`config.mk`:
```
export PLATFORM = sky130hd
export DESIGN_NAME = tsfs_mul
export DESIGN_NICKNAME = d
export VERILOG_FILES = /design/src/rtl/tsfs_pkg.sv /design/src/rtl/tsfs_mul.sv
export SDC_FILE = /design/constraint.sdc
export NUM_CORES = 2
export LEC_CHECK = 0
export BUFFER_PORTS_ARGS = -buffer_cell sky130_fd_sc_hd__buf_2
export CORE_MARGIN = 10
export CORE_UTILIZATION = 49
export CTS_CLUSTER_SIZE = 24
export DETAILED_ROUTE_END_ITERATION = 8
export PLACE_DENSITY = 0.65
export SYNTH_ARGS = -nofsm -noshare
export SYNTH_HDL_FRONTEND = slang
export SYNTH_SLANG_ARGS = --single-unit
```
`constraint.sdc`:
```
create_clock -name clock -period 11.25 [get_ports clock]
set_input_delay 1.6875 -clock clock [delete_from_list [all_inputs] [get_ports clock]]
set_output_delay 1.6875 -clock clock [all_outputs]
set_load 0.01 [all_outputs]
```
`src/rtl/tsfs_pkg.sv`:
```
// ----------------------------------------------------------------------------
// tsfs_pkg: shared types and constants of the tethered spring force switch
// holds the sequencer states, datapath ops, divide jobs and fixed widths
// ----------------------------------------------------------------------------
`default_nettype none

package tsfs_pkg;

   // divider widths
   localparam int DIV_W     = 49;
   localparam int DSR_W     = 24;
   localparam int DIV_CNT_W = $clog2(DIV_W + 1);

   // shared multiplier widths
   localparam int MUL_W  = 34;
   localparam int PROD_W = 2 * MUL_W;

   // register indexes of the csr port
   localparam logic [1:0] REG_SPRING_K = 2'd0;
   localparam logic [1:0] REG_SWITCH   = 2'd1;
   localparam logic [1:0] REG_EQUIL    = 2'd2;
   localparam logic [1:0] REG_SMOOTH   = 2'd3;

   // reset values
   localparam logic [31:0] RESET_SPRING_K = 32'd65536;
   localparam logic [23:0] RESET_SWITCH   = 24'd1000;
   localparam logic [31:0] RESET_RATE     = 32'((2**24 + 500) / 1000);

   localparam logic [62:0] ENERGY_MAX = {63{1'b1}};

   typedef enum logic [3:0] {
      ST_IDLE,
      ST_T_SUB,
      ST_T_CMP,
      ST_R_BEGIN,
      ST_DV_GO,
      ST_DV_WAIT,
      ST_M_ISSUE,
      ST_M_POST,
      ST_A_START,
      ST_AX_SETUP,
      ST_AX_FIN,
      ST_AX_SAT,
      ST_E_ACC,
      ST_DONE
   } state_type;

   typedef enum logic [4:0] {
      OP_XX,
      OP_X2X2,
      OP_X4X,
      OP_YY,
      OP_Y2Y2,
      OP_X4Y4,
      OP_Z630,
      OP_P70,
      OP_PX540,
      OP_PX420,
      OP_PX126,
      OP_PX5,
      OP_KD,
      OP_DD,
      OP_LF,
      OP_LS,
      OP_KH,
      OP_KL
   } op_type;

   typedef enum logic [1:0] {
      JOB_LAM,
      JOB_RATE,
      JOB_X,
      JOB_SRATE
   } job_type;

endpackage

`default_nettype wire

```
`src/rtl/tsfs_mul.sv`:
```
// ----------------------------------------------------------------------------
// tsfs_mul: shared unsigned multiplier
// magnitude product with a register on its output
// ----------------------------------------------------------------------------
`default_nettype none

module tsfs_mul (
   input  wire logic                         clock,
   input  wire logic [tsfs_pkg::MUL_W-1:0]   op_a,
   input  wire logic [tsfs_pkg::MUL_W-1:0]   op_b,
   output logic [tsfs_pkg::PROD_W-1:0]       prod
);

   logic [tsfs_pkg::PROD_W-1:0] prod_ff, prod_in;

   always_comb begin
      prod_in = {{tsfs_pkg::MUL_W{1'b0}}, op_a} * {{tsfs_pkg::MUL_W{1'b0}}, op_b};
   end

   always_ff @(posedge clock) begin
      prod_ff <= prod_in;
   end

   assign prod = prod_ff;

endmodule

`default_nettype wire

```
==> results.yml <==
status:
  status: "finished clean"
hold_path:
  whs_path_depth: 2
  hp-start: "op_b[0]"
  min_to: "prod[0]$_DFF_P_"
  min_path_type: "in -> reg"
synth:
  synth.yosys.seq_area_share: 0.0354
  synth_xor_area_frac: 0.0155
  synth-compound-area-share: 0.0359
  postSynthAreaPerCell_um2: 9.08
  synth_async_sr_flop_share: 0
  ys_seq_elements: 68
  synth-edff-count: 0
  synth_top_family_by_area: "adder cells"
  netlist_area_um2: 38500
  syn_nets: 5609
  synth_mux_area_frac: 0
  synthSimpleGateAreaFrac: 0.167
  yosys_warnings: 0
  ys.flop_type: "dfxtp_1"
  synthAdderAreaFrac: 0.623
  synthDistinctLibCells: 59
  netlist_instances: 4236
final_layout:
  final_cell_mix: "inv_1, fa_1, nand2_1, and2_1, ha_1"
  syn2layout_area_growth_pct: 4.03
  layout_commonest_cell: "inv_1"
  nets: 5543
  largest_reg_flops: 68
  drive_gt1_frac: 0.0453
floorplanning:
  dieHeight_um: 300
  fp.dieW_um: 300
  io-pin-count: 137
  initial_core_util: 0.496
  rows: 102
  die_area_um2: 90100
  coreArea_um2: 77600
global_route:
  antenna_found_initial: 3
  grt-ovfl-total: 0
  grt_max_degree: 35
  track_usage: 0.254
  grt_pass1_wl_um: 177000
  grt_pass1_vias: 31200
detailed_routing:
  routed_wl_um: 111000
  detail_route.wl_per_cell_um: 21.2
  wl_met2_um: 55000
  ant_nets: 0
  vias_per_cell: 5.35
  wl_met3_um: 7520
  vias: 27900
  drc_errors: 0
  wl_met1_um: 42300
  topRoutingLayerUsed: "met5"
  drt_iter0_drc: 1480
  firstDrtPassIters: 7
timing:
  fin_crit_ns: 9.55
  finalCritPeriodShare: 0.849
  setup_violations: 0
  tightest_slew_ns: 1.11
  rsz0062_at_grt: "no"
  maxSlewViolCount: 0
  finalHoldViolCount: 0
  tns_ns: 0
  fmax_mhz: 105
  max_slew_margin: 0.260
placement:
  dp_hpwl_um: 86900
  io_buffer_count: 136
  place_congestion: 0.918
setup_path:
  cp_top_family: "adder cells"
  crit_type: "in -> reg"
  critical_path.max_stage_delay_ns: 0.81
  worstSetupStartpointType: "input port"
  crit_fanout: 34
  slowest_stage: "buf_2"
  required_ns: 11.48
  path_buf_inv: 6
  end_kind: "flip-flop"
  arrival_ns: 9.78
  crit_chain: "buf_2 > nand2_1 > fa_1 > fa_1 > inv_1 > fa_1 > inv_1 > fa_1 > fa_1 > inv_1 > fa_1 > fa_1 > inv_1 > fa_1 > inv_1 > ha_1 > a21oi_1 > o21ai_0 > o31ai_2 > o21ai_1 > a311oi_1 > nor2_1 > a41o_1 > xor2_1"
  cpMostUsedCell: "fa_1"
cts:
  cts_tree: "done"
  post_cts_buffers: 0
  cts_resized: 0
  clk_path_buf_depth: 2
  cts_root_buffer: "clkbuf_16"
  cts_buffers: 9
  htreeDepth: 3
  clk_pin_slew_worst_paths_ns: 0.06
  cts_hold_buf: 0
  cts_sinks: 68
run:
  max_cap_viol_count: 0
cell type report:
cell class | instances | area (µm²)
Clock inverter | 5 | 61.3
Sequential cell | 68 | 1360
Inverter | 1027 | 3850
Clock buffer | 10 | 239
Tap cell | 1040 | 1300
Multi-Input combinational cell | 2906 | 32400
Antenna cell | 1 | 2.50
Timing Repair Buffer | 158 | 846
Fill cell | 7380 | 37600
per-stage QoR:
stage                      util  instances  area [µm²]  setup WS (ns)  hold slack (ns)
after global placement    0.512       5199       39700           1.53             2.09
after detailed placement  0.512       5199       39700           1.49             2.09
final                     0.516       5215       40000           1.70             2.00
after CTS                 0.516       5214       40000           1.86             1.99
after floorplan               -       4236       38500           2.61             1.81
after global routing      0.516       5215       40000           1.41             2.03
synthesized netlist by cell type (2+ instances only):
| library cell | number | area, µm² |
|---|---|---|
| inv_1 | 1027 | 3850 |
| fa_1 | 1020 | 20400 |
| nand2_1 | 713 | 2680 |
| and2_1 | 504 | 3150 |
| ha_1 | 284 | 3550 |
| clkbuf_1 | 227 | 852 |
| dfxtp_1 | 68 | 1360 |
| a21oi_1 | 67 | 335 |
| xnor2_1 | 41 | 359 |
| nor2_1 | 36 | 135 |
| o21ai_0 | 31 | 155 |
| a21o_1 | 30 | 225 |
| xor2_1 | 27 | 236 |
| nand3_1 | 17 | 85.1 |
| nand4_1 | 17 | 106 |
| o21bai_1 | 13 | 97.6 |
| o21a_1 | 11 | 82.6 |
| a31oi_1 | 10 | 62.6 |
| and3_1 | 10 | 62.6 |
| nor2b_1 | 8 | 50.1 |
| buf_2 | 7 | 35.0 |
| nor3_1 | 5 | 25.0 |
| o21ai_1 | 5 | 25.0 |
| a41oi_1 | 4 | 35.0 |
| nand2b_1 | 4 | 25.0 |
| o31ai_1 | 4 | 30.0 |
| a21boi_0 | 3 | 22.5 |
| a21oi_2 | 3 | 26.3 |
| a311oi_1 | 3 | 26.3 |
| o211ai_1 | 3 | 22.5 |
| a211oi_1 | 2 | 15.0 |
| a221oi_1 | 2 | 17.5 |
| a41o_1 | 2 | 20.0 |
| o31ai_2 | 2 | 25.0 |
| or2_1 | 2 | 12.5 |
metal layers:
layer | track usage | vias up
li1 | - | 12000
met3 | 0.0435 | 260
met1 | 0.313 | 14600
met5 | 0 | -
met2 | 0.436 | 1066
met4 | 0.112 | 2
worst max-delay path by stage:
stage / endpoint / slack, ns / cells after the start / startpoint
final: prod[64]$_DFF_P_ / 1.70 / 24 / op_a[17]
after global routing: prod[67]$_DFF_P_ / 1.41 / 24 / op_a[17]
after CTS: prod[67]$_DFF_P_ / 1.86 / 24 / op_a[18]
after detailed placement: prod[67]$_DFF_P_ / 1.49 / 24 / op_a[18]
after global placement: prod[67]$_DFF_P_ / 1.53 / 24 / op_a[18]
after floorplan: prod[67]$_DFF_P_ / 2.61 / 27 / op_b[4]
cells by family (layout without fill, tap and decap cells):
kind of cell	count (synthesis)	count (layout)
flip-flops	68	68
buffers and inverters	1262	1200
AND/OR/NAND/NOR	1326	1326
other	0	1
AO/OA/AOI/OAI	208	208
XOR/XNOR	68	68
adder cells (fa/ha/maj)	1304	1304
Power is left out: the tool's default activity adds up to more than one toggle a clock period on the data nets, which glitch-free logic cannot reach.
