===== src/rtl/tsfs_pkg.sv =====
// ----------------------------------------------------------------------------
// tsfs_pkg: shared types and constants of the tethered spring force switch
// holds the sequencer states, datapath ops, divide jobs and fixed widths
// ----------------------------------------------------------------------------
`default_nettype none

package tsfs_pkg;

   // divider widths
   localparam int DIV_W     = 49;
   localparam int DSR_W     = 24;
   localparam int DIV_CNT_W = $clog2(DIV_W + 1);

   // shared multiplier widths
   localparam int MUL_W  = 34;
   localparam int PROD_W = 2 * MUL_W;

   // register indexes of the csr port
   localparam logic [1:0] REG_SPRING_K = 2'd0;
   localparam logic [1:0] REG_SWITCH   = 2'd1;
   localparam logic [1:0] REG_EQUIL    = 2'd2;
   localparam logic [1:0] REG_SMOOTH   = 2'd3;

   // reset values
   localparam logic [31:0] RESET_SPRING_K = 32'd65536;
   localparam logic [23:0] RESET_SWITCH   = 24'd1000;
   localparam logic [31:0] RESET_RATE     = 32'((2**24 + 500) / 1000);

   localparam logic [62:0] ENERGY_MAX = {63{1'b1}};

   typedef enum logic [3:0] {
      ST_IDLE,
      ST_T_SUB,
      ST_T_CMP,
      ST_R_BEGIN,
      ST_DV_GO,
      ST_DV_WAIT,
      ST_M_ISSUE,
      ST_M_POST,
      ST_A_START,
      ST_AX_SETUP,
      ST_AX_FIN,
      ST_AX_SAT,
      ST_E_ACC,
      ST_DONE
   } state_type;

   typedef enum logic [4:0] {
      OP_XX,
      OP_X2X2,
      OP_X4X,
      OP_YY,
      OP_Y2Y2,
      OP_X4Y4,
      OP_Z630,
      OP_P70,
      OP_PX540,
      OP_PX420,
      OP_PX126,
      OP_PX5,
      OP_KD,
      OP_DD,
      OP_LF,
      OP_LS,
      OP_KH,
      OP_KL
   } op_type;

   typedef enum logic [1:0] {
      JOB_LAM,
      JOB_RATE,
      JOB_X,
      JOB_SRATE
   } job_type;

endpackage

`default_nettype wire


===== src/rtl/tsfs_div.sv =====
// ----------------------------------------------------------------------------
// tsfs_div: iterative unsigned divider
// restoring shift-subtract, one quotient bit per cycle, done pulses at the end
// ----------------------------------------------------------------------------
`default_nettype none

module tsfs_div (
   input  wire logic                          clock,
   input  wire logic                          reset,
   input  wire logic                          start,
   input  wire logic [tsfs_pkg::DIV_W-1:0]    dividend,
   input  wire logic [tsfs_pkg::DSR_W-1:0]    divisor,
   output logic                               done,
   output logic [tsfs_pkg::DIV_W-1:0]         quotient
);

   logic [tsfs_pkg::DIV_CNT_W-1:0] cnt_ff, cnt_in;
   logic [tsfs_pkg::DIV_W-1:0]     quo_ff, quo_in;
   logic [tsfs_pkg::DSR_W-1:0]     rem_ff, rem_in;
   logic [tsfs_pkg::DSR_W-1:0]     dsr_ff, dsr_in;
   logic                           done_ff, done_in;

   logic [tsfs_pkg::DSR_W:0]       shifted;
   logic [tsfs_pkg::DSR_W+1:0]     diff;
   logic                           take;

   always_comb begin
      shifted = {rem_ff, quo_ff[tsfs_pkg::DIV_W-1]};
      diff    = {1'b0, shifted} - {2'b00, dsr_ff};
      take    = !diff[tsfs_pkg::DSR_W+1];
      cnt_in  = cnt_ff;
      quo_in  = quo_ff;
      rem_in  = rem_ff;
      dsr_in  = dsr_ff;
      done_in = (cnt_ff == tsfs_pkg::DIV_CNT_W'(1));
      if (start) begin
         cnt_in = tsfs_pkg::DIV_CNT_W'(tsfs_pkg::DIV_W);
         quo_in = dividend;
         rem_in = '0;
         dsr_in = divisor;
      end else if (cnt_ff != '0) begin
         cnt_in = cnt_ff - tsfs_pkg::DIV_CNT_W'(1);
         quo_in = {quo_ff[tsfs_pkg::DIV_W-2:0], take};
         rem_in = take ? diff[tsfs_pkg::DSR_W-1:0] : shifted[tsfs_pkg::DSR_W-1:0];
      end
   end

   always_ff @(posedge clock) begin
      if (reset) begin
         cnt_ff  <= '0;
         done_ff <= 1'b0;
      end else begin
         cnt_ff  <= cnt_in;
         done_ff <= done_in;
      end
      quo_ff <= quo_in;
      rem_ff <= rem_in;
      dsr_ff <= dsr_in;
   end

   assign done     = done_ff;
   assign quotient = quo_ff;

endmodule

`default_nettype wire


===== config.mk =====
export PLATFORM = sky130hd
export DESIGN_NAME = tsfs_div
export DESIGN_NICKNAME = d
export VERILOG_FILES = /design/src/rtl/tsfs_pkg.sv /design/src/rtl/tsfs_div.sv
export SDC_FILE = /design/constraint.sdc
export NUM_CORES = 1
export LEC_CHECK = 0
export ABC_AREA = 1
export ABC_CLOCK_PERIOD_IN_PS = 2600
export BUFFER_PORTS_ARGS = -buffer_cell sky130_fd_sc_hd__buf_4
export CAP_MARGIN = 0
export CELL_PAD_IN_SITES_DETAIL_PLACEMENT = 1
export CELL_PAD_IN_SITES_GLOBAL_PLACEMENT = 2
export CORE_MARGIN = 2
export CORE_UTILIZATION = 28
export CTS_CLUSTER_SIZE = 10
export DETAILED_ROUTE_END_ITERATION = 10
export PLACE_DENSITY = 0.75
export RECOVER_POWER = 100
export SLEW_MARGIN = 5
export SYNTH_ARGS = -nofsm -noshare
export SYNTH_HDL_FRONTEND = slang
export SYNTH_SLANG_ARGS = --single-unit

===== constraint.sdc =====
create_clock -name clock -period 2.6 [get_ports clock]
set_input_delay 0.52 -clock clock [delete_from_list [all_inputs] [get_ports clock]]
set_output_delay 0.52 -clock clock [all_outputs]
set_load 0.02 [all_outputs]

==> metrics.txt <==
top-count cell post-synth nand2_1; most used cell, CP nand2_1; Slew HR 0.228; DRT iter0 DRCs ~230; Max-Cap Viols 0; post-route cell area 0.00753 mm^2; r2r setup slk between 300 and 400 ps; Total GRT Usage 0.167; H-tree levels 3; WL/cell 15.2 um; vias in the first global route 5822; Final setup viols 0; Pins Over Slew Limit 0; vias per cell roughly 4.4; largest net degree at the start of global routing 74; CP max FO 3; post-DP HPWL 14.6 mm; worst vdd ir around 0.35 mV; number of flops mapped to enable cells by yosys 73; antenna violations before repair 0; Inserted Diodes 0; worst slew pin tran approximately 1200 ps; CP delay by family, top simple AND/OR/NAND/NOR gates; Core ar. 0.0218 mm^2; Final Hold Fails 0; Post-synth ARST share 0; clk_skew 13.0 ps; slowest cell delay on critical path approximately 420 ps; Worst setup EP type flop; Multi-input gate area 0.00276 mm^2; Post-Syn Nets 942; cell area after synthesis 0.00621 mm^2; Post-Layout Cell Count approximately 1200; CTS tree done; # IOs 126; GRT Residual Overflow 0; Die H 153 um; Starting Density 0.285; CTS buffer count 9; Main synth FF type edfxtp_1; root buf cell clkbuf_16; Final WS setup 331 ps; hold_buf cts 0; Detail Route Antenna Nets 0; IO Port Bufs 125; dpl ws 332 ps; Post-DP Area 0.00749 mm^2; top post-synthesis cells by count nand2_1, inv_1, edfxtp_1, nand3_1, nor2_1; Die ar. about 0.023 mm^2; setup repair bufs after CTS 0; main area contributors after synthesis edfxtp_1, nand2_1, dfxtp_1, inv_1, ha_1; chip width 153 um; P&R area growth vs syn 21.3%; DRC 0; sequential fraction of the synthesis area 0.453; min-delay worst type primary input to flop; Synth top area share 0.353; PostCTS Resize Cnt 0; via count 5517; Fillers 2712; worst path cell trace inv_1, ha_1, fa_1, inv_1, nand3_1, nand3_1, nand2_1, nand2_1, nand2_1, nand2_1, nand2_1, nand2_1, nor2_1, nor2_1, nor2_1; Placed Cells approximately 1200; final core utilization 0.345; Synth Area per Inst ~7.4 um^2; final setup TNS 0 ps; GP Congestion between 0.8 and 0.9; post-synthesis cell type with the largest combined area edfxtp_1; CP required between 2000 and 3000 ps; crit share post-route 0.873; drt first pass iters 4; register bit total from synthesis between 100 and 150; leakage power 3.86 nW; RSZ-0062 raised after global routing no; WS Path Type flop to flop; Crit-path slowest cell fa_1; Fmax 0.441 GHz; Pwr Density around 920 mW/mm^2; nets@finish 1067; Synth Instances between 800 and 900; latest clock arrival within the worst-skew pair 360 ps; run status completed; Max clock buf depth 2; layout cells sized above 1 0.129; clock sink count 104; library cells used by synthesis 39; crit path buf inv count 2; CP arrival 2520 ps; WL final 18.9 mm; first-pass GRT wire length 31.0 mm; clock-pin slew on the worst setup and hold paths roughly 70 ps; Reg area ~0.0028 mm^2; Rows 54; Startpoint Class flop; Synth Warn # 0; min Tclk post-route 2270 ps
[state kept, by name, summed over array words and instances, names as in the netlist]
register / flops
cnt_ff: 6
done: 1
dsr_ff: 24
quotient: 49
rem_ff: 24
[layout make-up]
class | count | share of cell area
clock buffers | 9 | 0.0299
clock inverters | 7 | 0.00714
inverters | 137 | 0.0682
multi-input cells | 575 | 0.366
flip-flops and latches | 104 | 0.373
well taps | 280 | 0.0465
repair buffers | 136 | 0.109
[layer usage]
metal | share of wire | track usage | vias to the layer above
met4 | 0.015 | 0.0423 | 0
met5 | 0 | 0 | -
li1 | - | - | 2861
met3 | 0.077 | 0.0576 | 16
met1 | 0.45 | 0.211 | 2522
met2 | 0.46 | 0.273 | 118
[cells by family after synthesis]
logic type,Yosys count,share of synthesized area
xor gates and xnor gates,12,0.0169
buffers and inverters,159,0.0999
adders and majority gates,28,0.0576
and+or+nand+nor,487,0.328
AOI/OAI and AO/OA,48,0.0447
DFF,104,0.453
[layout by cell type, fill, tap and decap left out, types with 2 or more instances in the layout]
master,n
a21oi_1,25
buf_4,57
clkbuf_1,53
clkbuf_16,9
clkbuf_4,25
clkinv_1,5
clkinv_2,2
clkinvlp_4,2
dfxtp_1,31
edfxtp_1,73
ha_1,27
inv_1,126
inv_2,6
inv_6,2
nand2_1,356
nand2_2,9
nand2_4,2
nand3_1,58
nand3b_1,4
nand4_1,5
nor2_1,40
nor2_2,4
nor3_1,2
o211ai_1,6
o21ai_0,9
o21ai_1,2
o21bai_1,2
xnor2_1,7
xor2_1,5
[path summary, 6_finish.rpt]
check                from    endpoint  depth (start not counted)
min reg2reg     cnt_ff[3]   cnt_ff[3]                          2
max reg2reg  quotient[48]  rem_ff[16]                         15
max          quotient[48]  rem_ff[16]                         15
min                 reset   cnt_ff[5]                          2
[power by group]
| group | internal [mW] | switching, mW | leakage (nW) |
|---|---|---|---|
| Combinational | 1.09 | 2.15 | 2.71 |
| Clock | 0.661 | 0.669 | 0.134 |
| Sequential | 2.15 | 0.231 | 1.02 |
| Total | 3.90 | 3.05 | 3.86 |
[stage by stage]
step | total power [mW] | hold WS (ps)
global placement | 5.86 | 463
detailed placement | 5.85 | 466
global route | 7.60 | 340
floorplan | 4.75 | 442
finish | 6.95 | 338
CTS | 7.23 | 310
No activity file was read; power rests on OpenSTA's default activity.
